$ cat src/sv/cpwc_pkg.sv
// ----------------------------------------------------------------------------
// cpwc_pkg: shared types and constants for the coin pulse width counter
// Holds the sample and result item types, the lane result and configuration
// structs, register indexes and reset values.
// ----------------------------------------------------------------------------
package cpwc_pkg;

	// fixed field widths
	localparam int LINES       = 6;
	localparam int OUT_CHANNELS = 6;
	localparam int TIME_IN_W   = 8;
	localparam int WIDTH_W     = 8;
	localparam int COUNT_W     = 8;
	localparam int CFG_INDEX_W = 2;
	localparam int CFG_DATA_W  = 8;

	// register indexes
	localparam logic [CFG_INDEX_W-1:0] REG_MIN_WIDTH = 2'd0;
	localparam logic [CFG_INDEX_W-1:0] REG_MAX_WIDTH = 2'd1;

	// register reset values
	localparam logic [WIDTH_W-1:0] MIN_WIDTH_RST = 8'd20;
	localparam logic [WIDTH_W-1:0] MAX_WIDTH_RST = 8'd150;

	typedef struct packed {
		logic [LINES-1:0]     line_levels;
		logic [TIME_IN_W-1:0] time_now;
	} sample_t;

	typedef struct packed {
		logic [COUNT_W-1:0]      count_ch0;
		logic [COUNT_W-1:0]      count_ch1;
		logic [COUNT_W-1:0]      count_ch2;
		logic [COUNT_W-1:0]      count_ch3;
		logic [COUNT_W-1:0]      count_ch4;
		logic [COUNT_W-1:0]      count_ch5;
		logic [OUT_CHANNELS-1:0] new_coin_mask;
	} result_t;

	typedef struct packed {
		logic [WIDTH_W-1:0] min_width;
		logic [WIDTH_W-1:0] max_width;
	} cfg_t;

	typedef struct packed {
		logic [COUNT_W-1:0] count;
		logic               coin;
	} lane_res_t;

endpackage

$ cat src/sv/cpwc_lane.sv
// ----------------------------------------------------------------------------
// cpwc_lane: pulse width qualifier for one coin line
// Tracks one channel: idle, or waiting for the line to rise since a recorded
// start time. Qualifies each pulse against min and max width and counts coins.
// ----------------------------------------------------------------------------
module cpwc_lane #(
	parameter int TIME_WIDTH = 8
) (
	input  logic                  clk,
	input  logic                  arst_n,
	input  logic                  accept,
	input  logic                  low,
	input  logic [TIME_WIDTH-1:0] now,
	input  cpwc_pkg::cfg_t        cfg,
	output cpwc_pkg::lane_res_t   res
);
	import cpwc_pkg::*;

	// compare width covers both the elapsed time and the width registers
	localparam int EW = (TIME_WIDTH > WIDTH_W) ? TIME_WIDTH : WIDTH_W;

	logic                  waiting_q;
	logic [TIME_WIDTH-1:0] start_q;
	logic [COUNT_W-1:0]    count_q;

	logic                  waiting_d;
	logic                  start_load;
	logic                  coin;
	logic [TIME_WIDTH-1:0] elapsed;
	logic                  timeout;
	logic                  long_enough;
	logic [COUNT_W-1:0]    count_next;

	// measure the pulse, modulo the tick counter period
	assign elapsed     = now - start_q;
	assign timeout     = EW'(elapsed) > EW'(cfg.max_width);
	assign long_enough = EW'(elapsed) > EW'(cfg.min_width);

	// next state: timeout takes precedence over a rise
	always_comb begin
		waiting_d  = waiting_q;
		start_load = 1'b0;
		coin       = 1'b0;
		if (!waiting_q) begin
			if (low) begin
				waiting_d  = 1'b1;
				start_load = 1'b1;
			end
		end else if (timeout) begin
			waiting_d = 1'b0;
		end else if (!low) begin
			waiting_d = 1'b0;
			coin      = long_enough;
		end
	end

	assign count_next = count_q + COUNT_W'(coin);

	assign res.count = count_next;
	assign res.coin  = coin;

	// advance channel state on each accepted item
	always_ff @(posedge clk or negedge arst_n) begin
		if (!arst_n) begin
			waiting_q <= 1'b0;
			count_q   <= '0;
		end else if (accept) begin
			waiting_q <= waiting_d;
			count_q   <= count_next;
		end
	end

	// record the start time of a new pulse
	always_ff @(posedge clk) begin
		if (accept && start_load) begin
			start_q <= now;
		end
	end

	a_coin_from_waiting: assert property (@(posedge clk) disable iff (!arst_n)
		coin |-> waiting_q)
		else $error("coin counted by an idle channel");

	a_idle_after_coin: assert property (@(posedge clk) disable iff (!arst_n)
		(accept && coin) |=> !waiting_q)
		else $error("channel still waiting after counting a coin");

	a_count_holds: assert property (@(posedge clk) disable iff (!arst_n)
		!accept |=> $stable(count_q))
		else $error("coin count changed without an item");

endmodule

$ cat src/sv/cpwc_merge.sv
// ----------------------------------------------------------------------------
// cpwc_merge: lane merge and result buffer
// Gathers the lane results into one result item and holds it in a two-entry
// buffer (main register plus skid register) so input and output decouple.
// ----------------------------------------------------------------------------
module cpwc_merge #(
	parameter int CHANNELS = 6
) (
	input  logic                clk,
	input  logic                arst_n,
	input  logic                push,
	input  cpwc_pkg::lane_res_t lane_res [CHANNELS],
	output logic                sample_stall,
	output logic                result_valid,
	input  logic                result_stall,
	output cpwc_pkg::result_t   result
);
	import cpwc_pkg::*;

	logic [COUNT_W-1:0]      counts [OUT_CHANNELS];
	logic [OUT_CHANNELS-1:0] mask;
	result_t                 item;

	result_t main_q;
	result_t skid_q;
	logic    main_valid_q;
	logic    skid_valid_q;
	logic    pop;

	// combine lanes; missing channels read as zero
	for (genvar g = 0; g < OUT_CHANNELS; g++) begin : g_out
		if (g < CHANNELS) begin : g_lane
			assign counts[g] = lane_res[g].count;
			assign mask[g]   = lane_res[g].coin;
		end else begin : g_zero
			assign counts[g] = '0;
			assign mask[g]   = 1'b0;
		end
	end

	assign item.count_ch0     = counts[0];
	assign item.count_ch1     = counts[1];
	assign item.count_ch2     = counts[2];
	assign item.count_ch3     = counts[3];
	assign item.count_ch4     = counts[4];
	assign item.count_ch5     = counts[5];
	assign item.new_coin_mask = mask;

	assign pop          = main_valid_q && !result_stall;
	assign sample_stall = skid_valid_q;
	assign result_valid = main_valid_q;
	assign result       = main_q;

	// buffer control: refill main from skid first, else from the new item
	always_ff @(posedge clk or negedge arst_n) begin
		if (!arst_n) begin
			main_valid_q <= 1'b0;
			skid_valid_q <= 1'b0;
		end else begin
			if (pop) begin
				if (skid_valid_q) begin
					skid_valid_q <= 1'b0;
				end else begin
					main_valid_q <= push;
				end
			end else if (push) begin
				if (main_valid_q) begin
					skid_valid_q <= 1'b1;
				end else begin
					main_valid_q <= 1'b1;
				end
			end
		end
	end

	// buffer payload
	always_ff @(posedge clk) begin
		if (pop) begin
			if (skid_valid_q) begin
				main_q <= skid_q;
			end else if (push) begin
				main_q <= item;
			end
		end else if (push) begin
			if (main_valid_q) begin
				skid_q <= item;
			end else begin
				main_q <= item;
			end
		end
	end

	a_skid_behind_main: assert property (@(posedge clk) disable iff (!arst_n)
		skid_valid_q |-> main_valid_q)
		else $error("skid entry held with main register empty");

	a_skid_fill_cause: assert property (@(posedge clk) disable iff (!arst_n)
		$rose(skid_valid_q) |-> $past(main_valid_q && result_stall))
		else $error("skid filled without a stalled result");

	a_refill_from_skid: assert property (@(posedge clk) disable iff (!arst_n)
		(pop && skid_valid_q) |=> main_valid_q)
		else $error("main register emptied while skid held an item");

endmodule

$ cat src/sv/coin_pulse_width_counter.sv
// ----------------------------------------------------------------------------
// coin_pulse_width_counter: six-line coin pulse qualifier and counter
// Samples the active-low coin lines, qualifies each pulse by width and keeps
// one wrapping coin count per channel.
// ----------------------------------------------------------------------------
// One sample item is taken every clock cycle while not stalled; each of
// CHANNELS lanes updates its channel in the cycle the item is accepted, and
// the result item (all counts after this sample plus the new-coin mask) is
// registered in a two-entry output buffer. The input stalls only once both
// buffer entries hold results that the output side has not yet taken. Lines
// beyond the sixth read as idle. The configuration port is always ready;
// writes to an index other than min_width or max_width are dropped.
module coin_pulse_width_counter #(
	parameter int CHANNELS   = 6,
	parameter int TIME_WIDTH = 8
) (
	input  logic                                  clk,
	input  logic                                  arst_n,
	input  logic                                  sample_valid,
	output logic                                  sample_stall,
	input  cpwc_pkg::sample_t                     sample,
	output logic                                  result_valid,
	input  logic                                  result_stall,
	output cpwc_pkg::result_t                     result,
	input  logic                                  cfg_valid,
	output logic                                  cfg_ready,
	input  logic [cpwc_pkg::CFG_INDEX_W-1:0]      cfg_index,
	input  logic [cpwc_pkg::CFG_DATA_W-1:0]       cfg_data
);
	import cpwc_pkg::*;

	cfg_t                  cfg_q;
	logic                  accept;
	logic [CHANNELS-1:0]   low;
	logic [TIME_WIDTH-1:0] now;
	lane_res_t             lane_res [CHANNELS];

	assign cfg_ready = 1'b1;
	assign accept    = sample_valid && !sample_stall;
	assign now       = TIME_WIDTH'(sample.time_now);

	// configuration registers
	always_ff @(posedge clk or negedge arst_n) begin
		if (!arst_n) begin
			cfg_q.min_width <= MIN_WIDTH_RST;
			cfg_q.max_width <= MAX_WIDTH_RST;
		end else if (cfg_valid && cfg_ready) begin
			unique case (cfg_index)
				REG_MIN_WIDTH: cfg_q.min_width <= WIDTH_W'(cfg_data);
				REG_MAX_WIDTH: cfg_q.max_width <= WIDTH_W'(cfg_data);
				default: ;
			endcase
		end
	end

	// one lane per channel; lines beyond the sampled ones stay idle
	for (genvar g = 0; g < CHANNELS; g++) begin : g_lane
		if (g < LINES) begin : g_line
			assign low[g] = !sample.line_levels[g];
		end else begin : g_none
			assign low[g] = 1'b0;
		end

		cpwc_lane #(
			.TIME_WIDTH(TIME_WIDTH)
		) u_lane (
			.clk   (clk),
			.arst_n(arst_n),
			.accept(accept),
			.low   (low[g]),
			.now   (now),
			.cfg   (cfg_q),
			.res   (lane_res[g])
		);
	end

	// merge lanes into the result item
	cpwc_merge #(
		.CHANNELS(CHANNELS)
	) u_merge (
		.clk         (clk),
		.arst_n      (arst_n),
		.push        (accept),
		.lane_res    (lane_res),
		.sample_stall(sample_stall),
		.result_valid(result_valid),
		.result_stall(result_stall),
		.result      (result)
	);

endmodule

$ cat config.mk
export PLATFORM = sky130hd
export DESIGN_NAME = coin_pulse_width_counter
export DESIGN_NICKNAME = d
export VERILOG_FILES = /design/src/sv/cpwc_pkg.sv /design/src/sv/cpwc_lane.sv /design/src/sv/cpwc_merge.sv /design/src/sv/coin_pulse_width_counter.sv
export SDC_FILE = /design/constraint.sdc
export NUM_CORES = 1
export LEC_CHECK = 0
export ABC_AREA = 1
export CORE_ASPECT_RATIO = 0.9
export CORE_MARGIN = 5
export CORE_UTILIZATION = 50
export CTS_CLUSTER_SIZE = 8
export DETAILED_ROUTE_END_ITERATION = 6
export DONT_BUFFER_PORTS = 1
export SYNTH_ARGS = -nofsm -noshare
export SYNTH_HDL_FRONTEND = slang
export SYNTH_SLANG_ARGS = --single-unit
$ cat constraint.sdc
create_clock -name clk -period 7.57 [get_ports clk]
set_input_delay 1.8925 -clock clk [delete_from_list [all_inputs] [get_ports clk]]
set_output_delay 1.8925 -clock clk [all_outputs]
set_load 0.005 [all_outputs]
Yosys cells after proc, flatten, opt, wreduce, memory -nomap -nowiden:

Cells that the tools add are included.

* add/sub/neg operators: 12
* multipliers: 0
* divide/modulo/power cells: 0
* order comparisons: 12
* equality and inequality tests: 3
* shifts and indexed selects: 0
* mux-type cells: 53
* bitwise gates (word level): 1
* reductions and logical operators: 20

Operator list (count)
* 54-bit two-way mux: 5
* 8-bit greater-than comparator: 12
* 8-bit by 1-bit adder with 8-bit output: 6
* 1-bit two-way mux: 48
* 8-bit subtractor: 6
* 1-bit logical AND: 8
* 2-bit AND reduction: 4
* 3-bit AND reduction: 2
* 2-bit nonzero test: 3
* 2-bit inequality test, second input constant: 2
* 2-bit by 1-bit == test with 1-bit output, second input constant: 1
* 1-bit logical NOT: 2
* 2-bit logical NOT: 1
* 1-bit inverter: 1

* register bits: 228
* latch bits: 0
* memory bits (writable): 0
* bits in read-only memories: 0
* input bits: 29
* output and inout port bits: 57
* word-level logic and storage cells: 137
* memories: 0

Logic depth before layout (Yosys ltp):

Gate-level depths: netlist of run 1.

* depth in word-level cells: 9
* depth in mapped cells: 28
* mapped depth without buffers: 28

By module:

A second synthesis of run 1 with hierarchy kept.

* cells, all modules: 1568
* area, all modules: 14206.1 sq um

Modules (own cells, without submodules)
* cpwc_lane at g_lane[0].u_lane ...: times used 5, cells each 196, area an instance 1535.2 sq um, sequential area each 465.4 sq um
* cpwc_merge: times used 1, cells each 312, area an instance 4265.3 sq um, sequential area each 3293.2 sq um
* cpwc_lane at g_lane[5].u_lane: times used 1, cells each 195, area an instance 1520.2 sq um, sequential area each 465.4 sq um
* coin_pulse_width_counter: times used 1, cells each 81, area an instance 744.5 sq um, sequential area each 407.9 sq um

Worst setup path after synthesis of run 1:

OpenSTA, ideal clock, no wires.

* path type: input-to-reg
* start point: input port sample_valid
* end point: register u_merge.main_q, in the netlist u_merge.result[0] (enable)
* library setup time: 0.484 ns
* arrival: 4.815 ns
* data required time: 7.086 ns
* path slack: 2.271 ns
* stages: 4
* cells stage by stage: nand2_2 > inv_2 > a21oi_1 > a21oi_1

* word-level cells in the longest chain between the ends: 3
* elaborated cells between the ends (all ways): 4

RTL lines
* start: declaration: line coin_pulse_width_counter.sv:19 `input logic sample_valid,`
* 1-bit logical AND (*): line coin_pulse_width_counter.sv:39 `assign accept = sample_valid && !sample_stall;`
* 2-bit nonzero test (no line)
* 3-bit AND reduction (no line) (*)
* end signal: assignment: line cpwc_merge.sv:80 `main_q <= skid_q;`
* end signal: assignment: line cpwc_merge.sv:82 `main_q <= item;`
* end signal: assignment: line cpwc_merge.sv:88 `main_q <= item;`
* end: declaration: line cpwc_merge.sv:24 `result_t main_q;`

Mark *: on every way between the ends. The rest lies on a longest branch, timed or not.
A chain may end at the register's enable or synchronous reset.

Final worst setup path of run 1:

* start point: input port sample[0] (netlist bit)
* end point: register u_merge.main_q, in the netlist u_merge.result[12] (data pin)

* word-level cells in the longest chain between the ends: 9
* elaborated cells between the ends (all ways): 12

RTL lines
* start: declaration: line coin_pulse_width_counter.sv:21 `input cpwc_pkg::sample_t sample,`
* 8-bit subtractor (*): line cpwc_lane.sv:35 `assign elapsed = now - start_q;`
* 8-bit greater-than comparator: line cpwc_lane.sv:37 `assign long_enough = EW'(elapsed) > EW'(cfg.min_width);`
* 1-bit two-way mux: line cpwc_lane.sv:51 `end else if (!low) begin`
* 1-bit two-way mux (*): line cpwc_lane.sv:49 `end else if (timeout) begin`
* 1-bit two-way mux (*): line cpwc_lane.sv:44 `if (!waiting_q) begin`
* net g_lane[5].u_lane.coin: line cpwc_lane.sv:28 `logic coin;`
* 8-bit by 1-bit adder with 8-bit output (*): line cpwc_lane.sv:57 `assign count_next = count_q + COUNT_W'(coin);`
* net g_lane[5].u_lane.count_next[6]: line cpwc_lane.sv:32 `logic [COUNT_W-1:0] count_next;`
* 54-bit two-way mux, on equally long branches: line cpwc_merge.sv:85, cpwc_merge.sv:81
* 54-bit two-way mux, on equally long branches: line cpwc_merge.sv:84, cpwc_merge.sv:79
* 54-bit two-way mux (*): line cpwc_merge.sv:78 `if (pop) begin`

Mark *: on every way through the listed nets, which the timed path passes. The rest lies on a longest branch. The select of a mux whose other input is x is not followed.

==> flow_metrics.py, run 1 <==
metrics = {
    "outcome": {
        "run_status": "complete, no violations",
    },
    "sta": {
        "tns_ns": 0,
        "finalCriticalPeriod_ns": 5.08,
        "tightestPinTransition_ns": 1.12,
        "final-max-slew-violation-count": 0,
        "hold_viol_final": 0,
        "skew_ns": 0.0162,
        "setup_viol": 0,
        "fmax_mhz": 197,
        "maxSlewHeadroom_pct": 24.6,
        "final_min_period_over_clock_period_pct": 67.1,
        "rsz0062_at_grt": "no",
    },
    "clock_network": {
        "hold_buffers": 0,
        "cts_tree": "yes",
        "post_cts_resized": 0,
        "insertion_delay_ns": 0.50,
        "post_cts_buffers": 0,
        "clock-sinks": 228,
        "clkTransAtPathRegs_ns": 0.05,
        "root_buffer": "clkbuf_16",
        "htree_levels": 2,
        "cts_buffer_depth": 3,
        "cts_made_buffers": 34,
    },
    "setup_path": {
        "cp-start-kind": "primary input",
        "critPathCaptureType": "flop",
        "critPathRequiredTime_ns": 7.94,
        "worst_r2r_path_depth": 23,
        "cp.arrival_ns": 5.45,
        "crit_start": "sample[0]",
        "slowest_delay_ns": 0.40,
        "path_max_fanout": 7,
        "r2r-end": "u_merge.result[12]$_DFFE_PP_",
        "slowest_stage": "fa_1",
        "r2r_setup_slack_ns": 3.80,
        "crit_type": "primary input to flop",
        "reg2reg_from": "g_lane[5].u_lane.start_q[0]$_DFFE_PP_",
        "cpMostUsedCell": "nand2_1",
        "worstPathCellList": "inv_1, ha_1, inv_1, fa_1, nand3_1, nand3_1, nand2_1, a21boi_0, o21bai_1, nand2_1, ha_1, nand2_1, nor2_1, nand2_1, a21oi_1, and2_1, ha_1, ha_1, nand3_1, nor3_2, xor2_1, nand2_1, nand2_1",
    },
    "synthesis": {
        "synthAdderAreaFrac_pct": 15.2,
        "yosys.area_share.simple_pct": 18.4,
        "synth_seq_cells": 228,
        "yosysWarnings": 0,
        "synth_area_um2": 13100,
        "synth-compound-area-share_pct": 6.19,
        "muxShareOfSynthArea_pct": 0,
        "synth_async_sr_flop_share_pct": 31.6,
        "synth_top_family_by_area": "simple AND/OR/NAND/NOR gates",
        "synth_xor_area_share_pct": 4.47,
        "synth_edf_count": 156,
        "syn_area_per_cell_um2": 9.54,
        "netlist-cell-type-count": 36,
        "synthFlopType": "edfxtp_1",
        "seq_area_frac_synth_pct": 49.4,
        "syn_nets": 1562,
        "netlist_instances": 1377,
    },
    "worst_hold_path": {
        "worstHoldEndpoint": "g_lane[1].u_lane.count_q[7]$_DFFE_PN0P_",
        "hold_depth": 2,
        "worstHoldStart": "g_lane[1].u_lane.count_q[7]$_DFFE_PN0P_",
        "hold_path_class": "flop to flop",
    },
    "global_route": {
        "grt_pass1_wl_mm": 45.7,
        "overflow": 0,
        "antenna_found_initial": 0,
        "grt_pass1_vias": 8772,
        "grt_max_degree": 73,
        "track_usage_pct": 19.1,
    },
    "floorplan": {
        "start_util_pct": 50.6,
        "die_h_um": 164,
        "core_region_area_um2": 26000,
        "die_area_um2": 29600,
        "rows": 56,
        "pin_count": 86,
        "die_x_um": 181,
    },
    "routing": {
        "drtPass1Iterations": 7,
        "drt-initial-drc-count": 596,
        "vias": 8994,
        "drt-total-wl_mm": 28.2,
        "wire_per_inst_um": 15.9,
        "antenna_left": 0,
        "viasPerCell": 5.08,
        "drc": 0,
    },
    "layout": {
        "drive_above_1_share_pct": 5.97,
        "antenna_cells": 0,
        "finalNonFillerCells": 1771,
        "final_net_count": 1582,
        "syn_to_final_growth_pct": 10.5,
        "design_area_um2": 14500,
    },
    "placed_design": {
        "dp_cells": 1709,
        "place.port_buffers": 0,
        "post_dp_cell_area_um2": 13500,
        "hpwl_mm": 19.8,
        "gp_congestion": 0.842,
    },
    "power": {
        "leakage_nw": 6.82,
        "power_density_nw_per_um2": 311,
        "ir_worst_vdd_uv": 218,
    },
    "job": {
        "maxCapViolCount": 0,
    },
}
-- cell usage after synthesis (8+ instances only) --
library cell  count  area share (%)
o21ai_0          65             2.5
inv_1           177             5.1
a21oi_1          55             2.1
nor2_2            9            0.43
nand4_1          16            0.76
nor2_1           37             1.1
nand2_1         421              12
edfxtp_1        156              36
ha_1            150              14
nand3b_1         11            0.63
xnor2_1           9            0.60
xor2_1           58             3.9
nand3_1          45             1.7
a21o_1            8            0.46
o21bai_1          9            0.51
dfrtp_1          66              13
buf_2            13            0.50
-- kinds of logic (layout without fill, tap and decap cells) --
| group | Yosys count | count (layout) |
|---|---|---|
| AO/OA/AOI/OAI | 149 | 149 |
| XOR/XNOR | 67 | 67 |
| adder cells (fa/ha/maj) | 156 | 156 |
| flip-flops | 228 | 228 |
| AND/OR/NAND/NOR | 570 | 570 |
| buffers and inverters | 206 | 252 |
| other | 1 | 1 |
-- worst max-delay path: cells and delay by family --
family | cells | cell delay (ns)
buf+inv | 2 | 0.26
xor+xnor | 1 | 0.26
compound gates | 3 | 0.42
simple gates | 12 | 1.35
fa+ha+maj | 5 | 1.27
-- layout make-up --
class,instances,area [µm²]
clock buffer,59,966
inverter,180,676
sequential,228,6490
fill,2314,11500
timing repair buffer,10,75.1
clock inverter,3,37.5
multi-input combinational,943,5840
tap,348,435
-- state kept, by name, summed over array words and instances (netlist names) --
signal                   cells
u_merge.result              54
g_lane.u_lane.waiting_q      6
g_lane.u_lane.count_q       48
u_merge.sample_stall         1
cfg_q                       16
u_merge.skid_q              54
g_lane.u_lane.start_q       48
u_merge.result_valid         1
-- per-stage QoR --
| step | total power, mW | hold slack (ns) | setup slack (ns) | util (%) |
|---|---|---|---|---|
| 6_report | 4.51 | 0.489 | 2.49 | 55.9 |
| 5_1_grt | 4.85 | 0.511 | 2.18 | 55.9 |
| 4_1_cts | 4.57 | 0.492 | 2.51 | 55.9 |
| 3_5_place_dp | 3.14 | 0.479 | 2.01 | 52.0 |
| 3_3_place_gp | 3.10 | 0.469 | 2.04 | 52.0 |
| 2_1_floorplan | 2.79 | 0.453 | 2.27 | - |
-- placed cells by master (no fill, tap or decap), drive strengths merged, types with 9 or more instances in the layout --
cell,instances
a21oi,55
buf,10
clkbuf,59
dfrtp,66
edfxtp,156
ha,150
inv,180
nand2,425
nand3,51
nand3b,11
nand4,16
nor2,46
nor3,14
o21ai,66
o21bai,9
xnor2,9
xor2,58
-- report_power, final --
group	switching, mW	internal [mW]	leakage (nW)
Sequential	0.150	1.70	2.42
Combinational	0.824	0.434	3.92
Clock	0.535	0.865	0.477
-- how the worst max path moves through the flow --
stage / to / slack (ns) / depth (start not counted)
4_1_cts: u_merge.result[12]$_DFFE_PP_ / 2.51 / 23
3_5_place_dp: u_merge.result[36]$_DFFE_PP_ / 2.01 / 25
6_report: u_merge.result[12]$_DFFE_PP_ / 2.49 / 23
5_1_grt: u_merge.result[28]$_DFFE_PP_ / 2.18 / 23
3_3_place_gp: u_merge.result[12]$_DFFE_PP_ / 2.04 / 23
2_1_floorplan: u_merge.result[0]$_DFFE_PP_ / 2.27 / 4
-- layer usage --
metal / global-route usage (%) / share of wire (%) / up-vias
met5: 0 / 0 / -
met4: 4.71 / 1.8 / 0
met3: 3.68 / 5.4 / 38
met2: 31.5 / 46 / 181
met1: 26.5 / 47 / 4192
li1: - / - / 4583
Note: power is estimated with default switching activity, not from simulation.
==> run 2, diff against run 1 <==
--- a/config.mk
+++ b/config.mk
@@ -12,6 +12,7 @@
 export CTS_CLUSTER_SIZE = 8
 export DETAILED_ROUTE_END_ITERATION = 6
 export DONT_BUFFER_PORTS = 1
+export PLACE_DENSITY = 0.68
 export SYNTH_ARGS = -nofsm -noshare
 export SYNTH_HDL_FRONTEND = slang
 export SYNTH_SLANG_ARGS = --single-unit
==> constraint.sdc (replaced) <==
create_clock -name clk -period 4.3 [get_ports clk]
set_input_delay 1.075 -clock clk [delete_from_list [all_inputs] [get_ports clk]]
set_output_delay 1.075 -clock clk [all_outputs]
set_load 0.005 [all_outputs]
==> flow_metrics.py, run 2 (synthesis results as in run 1) <==
metrics = {
    "outcome": {
        "run_status": "complete, no violations",
    },
    "power": {
        "p_int_mw": 5.39,
        "leakage_nw": 7.02,
        "comb_power_share_pct": 29.6,
        "switching_power_mw": 2.72,
        "p_sw_share_pct": 33.5,
        "power_density_nw_per_um2": 544,
        "ir_worst_vdd_uv": 369,
        "finalPower_mw": 8.11,
        "seqPwrFrac_pct": 40.4,
        "power.share.clock_pct": 30.1,
    },
    "floorplan": {
        "die_area_um2": 29600,
        "pin_count": 86,
        "rows": 56,
        "die_x_um": 181,
        "core_region_area_um2": 26000,
        "start_util_pct": 50.6,
        "die_h_um": 164,
    },
    "routing": {
        "drt-initial-drc-count": 556,
        "antenna_left": 0,
        "drt-total-wl_mm": 29.8,
        "wire_per_inst_um": 16.5,
        "drtPass1Iterations": 5,
        "viasPerCell": 5.14,
        "drc": 0,
        "vias": 9309,
    },
    "layout": {
        "final_util_pct": 57.3,
        "syn_to_final_growth_pct": 13.4,
        "drive_above_1_share_pct": 10.3,
        "final_common_cell": "nand2_1",
        "antenna_cells": 0,
        "layout_common_cells": "nand2_1 (421), inv_1 (177), edfxtp_1 (156), ha_1 (147), dfrtp_1 (66)",
        "final_net_count": 1625,
        "finalNonFillerCells": 1810,
    },
    "clock_network": {
        "cts_tree": "yes",
        "clkTransAtPathRegs_ns": 0.05,
        "cts_buffer_depth": 3,
        "root_buffer": "clkbuf_16",
        "clock-sinks": 228,
        "cts_made_buffers": 34,
        "htree_levels": 2,
        "insertion_delay_ns": 0.50,
        "post_cts_buffers": 0,
        "hold_buffers": 0,
    },
    "setup_path": {
        "crit_type": "primary input to flop",
        "reg2reg_from": "g_lane[3].u_lane.start_q[0]$_DFFE_PP_",
        "r2r-end": "u_merge.result[28]$_DFFE_PP_",
        "worst_r2r_path_depth": 23,
        "cp-start-kind": "primary input",
        "path_max_fanout": 7,
        "critPathRequiredTime_ns": 4.67,
        "cp.arrival_ns": 4.43,
        "critPathCaptureType": "flop",
        "r2r_setup_slack_ns": 0.66,
    },
    "worst_hold_path": {
        "hold_path_class": "primary input to async pin",
    },
    "global_route": {
        "grt_pass1_vias": 9171,
        "antenna_found_initial": 0,
        "overflow": 0,
        "grt_pass1_wl_mm": 47.6,
        "grt_max_degree": 73,
        "track_usage_pct": 20.2,
    },
    "placed_design": {
        "hpwl_mm": 20.1,
        "gp_congestion": 0.864,
        "dp_cells": 1752,
        "place.port_buffers": 0,
    },
    "sta": {
        "hold_viol_final": 0,
        "final-max-slew-violation-count": 0,
        "finalCriticalPeriod_ns": 4.06,
        "setup_viol": 0,
        "fmax_mhz": 246,
        "rsz0062_at_grt": "yes",
        "tightestPinTransition_ns": 1.21,
        "final_min_period_over_clock_period_pct": 94.5,
        "skew_ns": 0.0191,
        "holdWs_ns": 0.275,
        "maxSlewHeadroom_pct": 18.4,
    },
    "job": {
        "maxCapViolCount": 0,
    },
}
run 2: cell types whose count changed in the layout (fill, tap and decap cells not counted), sizes merged:
cell / before / now
clkbuf: 59 / 55
buf: 10 / 53
run 2: how the worst max path moves through the flow:
| stage | slack (ns) | start | endpoint |
|---|---|---|---|
| 2_1_floorplan | 0.05 | sample_valid | u_merge.skid_q[0]$_DFFE_PP_ |
| 3_3_place_gp | -0.23 | sample[0] | u_merge.result[28]$_DFFE_PP_ |
| 3_5_place_dp | -0.29 | sample[0] | u_merge.result[28]$_DFFE_PP_ |
| 4_1_cts | 0.23 | sample[0] | u_merge.result[44]$_DFFE_PP_ |
| 5_1_grt | -0.07 | sample[0] | u_merge.result[28]$_DFFE_PP_ |
| 6_report | 0.24 | sample[0] | u_merge.result[28]$_DFFE_PP_ |
run 2: power groups by stage:
stage	Clock, mW	Sequential [mW]	Combinational, mW
2_1_floorplan	0	3.23	1.68
3_3_place_gp	0	3.31	2.27
3_5_place_dp	0	3.32	2.34
4_1_cts	2.50	3.29	2.36
5_1_grt	2.61	3.33	2.77
6_report	2.44	3.27	2.40
run 2: through the flow:
step	setup slack, ns	area (µm²)	setup TNS [ns]
final	0.237	14900	0
after floorplan	0.0520	13100	0
after CTS	0.225	14800	0
after global placement	-0.229	13800	-5.64
after global routing	-0.0698	14900	-0.0964
after detailed placement	-0.289	13800	-9.41
run 2: layout make-up:
cell class | count | area (µm²)
fillers | 2197 | 11100
flip-flops and latches | 228 | 6490
multi-input cells | 943 | 5910
clock buffers | 55 | 951
inverters | 180 | 676
well taps | 348 | 435
repair buffers | 53 | 398
clock inverters | 3 | 37.5
run 2: worst max-delay path: stages:
cell and delay (ns):
inv_1 0.07, buf_4 0.12, ha_1 0.13, inv_1 0.05, fa_1 0.38, nand3_1 0.08, nand3_1 0.09, nand2_1 0.07
a21boi_0 0.11, o21bai_1 0.15, nand2_1 0.09, ha_1 0.27, nand2_1 0.10, nor2_2 0.19, nand2_1 0.09, a21oi_2 0.13
and2_4 0.15, ha_2 0.19, ha_2 0.20, nand3_2 0.10, nor3_2 0.19, xor2_1 0.23, nand2_1 0.07, nand2_1 0.07
run 2: metal layers:
layer  vias up  global-route usage (%)  part of all wire [%]
li1       4667                       -                     -
met1      4340                    29.0                    47
met2       244                    31.8                    44
met3        58                    3.50                   6.5
met4         0                    6.05                   2.6
met5         -                       0                     0
run 2: repair_timing:
action / CTS / global route
hold endpoints to repair: 0 / 0
gates resized for setup: 0 / 23
setup endpoints to repair: 0 / 18
==> run 3, diff against run 2 <==
--- a/config.mk
+++ b/config.mk
@@ -6,13 +6,14 @@
 export NUM_CORES = 1
 export LEC_CHECK = 0
 export ABC_AREA = 1
+export ABC_CLOCK_PERIOD_IN_PS = 4600
 export CORE_ASPECT_RATIO = 0.9
 export CORE_MARGIN = 5
 export CORE_UTILIZATION = 50
 export CTS_CLUSTER_SIZE = 8
 export DETAILED_ROUTE_END_ITERATION = 6
 export DONT_BUFFER_PORTS = 1
-export PLACE_DENSITY = 0.68
+export SETUP_SLACK_MARGIN = 0.4
 export SYNTH_ARGS = -nofsm -noshare
 export SYNTH_HDL_FRONTEND = slang
 export SYNTH_SLANG_ARGS = --single-unit
==> constraint.sdc (replaced) <==
create_clock -name clk -period 4.6 [get_ports clk]
set_input_delay 1.15 -clock clk [delete_from_list [all_inputs] [get_ports clk]]
set_output_delay 1.15 -clock clk [all_outputs]
set_load 0.005 [all_outputs]
==> flow_metrics.py, run 3 (synthesis results as in run 1) <==
metrics = {
    "power": {
        "finalPower_mw": 7.71,
        "leakage_nw": 7.03,
        "ir_worst_vdd_uv": 323,
        "power_density_nw_per_um2": 503,
    },
    "sta": {
        "rsz0062_at_grt": "no",
        "skew_ns": 0.0176,
        "final_min_period_over_clock_period_pct": 86.9,
        "fmax_mhz": 250,
        "maxSlewHeadroom_pct": 27.3,
        "finalCriticalPeriod_ns": 4.00,
        "setup_viol": 0,
        "hold_viol_final": 0,
        "final-max-slew-violation-count": 0,
        "setup_ws_ns": 0.601,
        "tightestPinTransition_ns": 1.08,
    },
    "worst_hold_path": {
        "hold_path_class": "primary input to async pin",
    },
    "routing": {
        "vias": 9159,
        "drc": 0,
        "drt-total-wl_mm": 28.8,
        "drtPass1Iterations": 5,
        "drt-initial-drc-count": 517,
        "viasPerCell": 5.11,
        "wire_per_inst_um": 16.1,
        "antenna_left": 0,
    },
    "placed_design": {
        "post-place-ws_ns": -0.199,
        "gp_congestion": 0.832,
        "place.port_buffers": 0,
        "hpwl_mm": 20.0,
    },
    "global_route": {
        "grt_use_met1_pct": 27.0,
        "met3_usage_pct": 4.45,
        "grt.met2_usage_pct": 30.5,
        "antenna_found_initial": 0,
        "track_usage_pct": 19.3,
        "grt_pass1_vias": 8881,
        "busiest_layer": "met2",
        "grt_max_degree": 73,
        "overflow": 0,
        "grt_pass1_wl_mm": 46.1,
    },
    "floorplan": {
        "rows": 56,
        "die_x_um": 181,
        "die_h_um": 164,
        "die_area_um2": 29600,
        "core_region_area_um2": 26000,
        "pin_count": 86,
        "start_util_pct": 50.6,
    },
    "layout": {
        "final_net_count": 1610,
        "multiInputGateArea_um2": 6410,
        "seqCellArea_um2": 6490,
        "drive_above_1_share_pct": 14.8,
        "syn_to_final_growth_pct": 16.7,
        "layout_common_cells": "nand2_1 (399), inv_1 (172), edfxtp_1 (156), ha_1 (134), dfrtp_1 (66)",
        "final_common_cell": "nand2_1",
        "fillCellCount": 2181,
        "antenna_cells": 0,
    },
    "clock_network": {
        "hold_buffers": 0,
        "clock-sinks": 228,
        "clkTransAtPathRegs_ns": 0.05,
        "insertion_delay_ns": 0.51,
        "cts_made_buffers": 34,
        "htree_levels": 2,
        "cts_buffer_depth": 3,
        "cts_tree": "yes",
        "root_buffer": "clkbuf_16",
    },
    "job": {
        "maxCapViolCount": 0,
    },
    "setup_path": {
        "cp.arrival_ns": 4.25,
        "critPathRequiredTime_ns": 4.85,
        "r2r_setup_slack_ns": 1.06,
        "crit_type": "primary input to flop",
        "critPathCaptureType": "flop",
        "cp-start-kind": "primary input",
        "path_max_fanout": 7,
    },
    "outcome": {
        "run_status": "complete, no violations",
    },
}
## run 3: cell types whose count changed in the layout (fill, tap and decap cells not counted), sizes merged
cell and delta:
clkinv -1, inv -1, buf -15, clkbuf -1
clkinvlp +1
## run 3: area by class of cell
type / instances / share of cell area, %
inverter: 180 / 4.43
sequential: 228 / 42.3
timing repair buffer: 38 / 2.07
tap: 348 / 2.84
clock buffer: 54 / 6.31
clock inverter: 2 / 0.212
multi-input combinational: 943 / 41.8
## run 3: path summary, 6_finish.rpt
kind,start,endpoint,cells past startpoint
max in group asynchronous,arst_n,cfg_q[10]$_DFFE_PN1P_,0
min in group clk,cfg_q[12]$_DFFE_PN1P_,cfg_q[12]$_DFFE_PN1P_,2
max,sample[0],u_merge.result[13]$_DFFE_PP_,27
max reg2reg,g_lane[4].u_lane.start_q[0]$_DFFE_PP_,u_merge.result[20]$_DFFE_PP_,22
min reg2reg,cfg_q[12]$_DFFE_PN1P_,cfg_q[12]$_DFFE_PN1P_,2
min,arst_n,cfg_q[14]$_DFFE_PN0P_,0
## run 3: metrics by stage
stage | cell area [µm²] | std cells | hold slack (ns) | util [%] | TNS (ns)
6_report | 15300 | 1793 | 0.350 | 59.0 | 0
3_5_place_dp | 13600 | 1724 | 0.482 | 52.5 | -1.46
5_1_grt | 15300 | 1793 | 0.323 | 59.0 | 0
4_1_cts | 14600 | 1780 | 0.329 | 56.3 | 0
3_3_place_gp | 13600 | 1724 | 0.473 | 52.5 | -0.680
2_1_floorplan | 13200 | 1377 | 0.453 | - | 0
## run 3: metal layers
metal	up-vias	wire length, µm
li1	4634	-
met1	4296	13700
met2	176	13100
met3	53	1380
met4	0	641
met5	-	0
## run 3: timing repair
item,CTS,global route
setup endpoints to repair,3,93
pin swaps,1,58
resized for setup,2,130
buffers inserted,0,13
## run 3: critical path, stage by stage
cell,delay (ns)
clkinvlp_4,0.09
buf_12,0.13
ha_4,0.13
inv_2,0.04
fa_2,0.40
nand3_2,0.08
nand3_2,0.08
nand2_2,0.07
a21boi_2,0.06
o21bai_1,0.16
nand2_2,0.11
ha_4,0.28
nand2_2,0.08
nor2_4,0.11
nand2_1,0.07
a21oi_2,0.15
and2_4,0.17
ha_4,0.14
nand3_2,0.08
nor2_2,0.13
nand2_1,0.07
nor2_2,0.14
nand2_1,0.07
nand2_1,0.07
nand2_2,0.06
nand2_1,0.06
nand2_1,0.08
## run 3: report_power, final
part | internal (mW) | leakage (nW) | switching [mW]
clock network | 1.43 | 0.480 | 0.879
registers | 2.80 | 2.42 | 0.273
logic | 0.853 | 4.12 | 1.47
total | 5.09 | 7.03 | 2.62
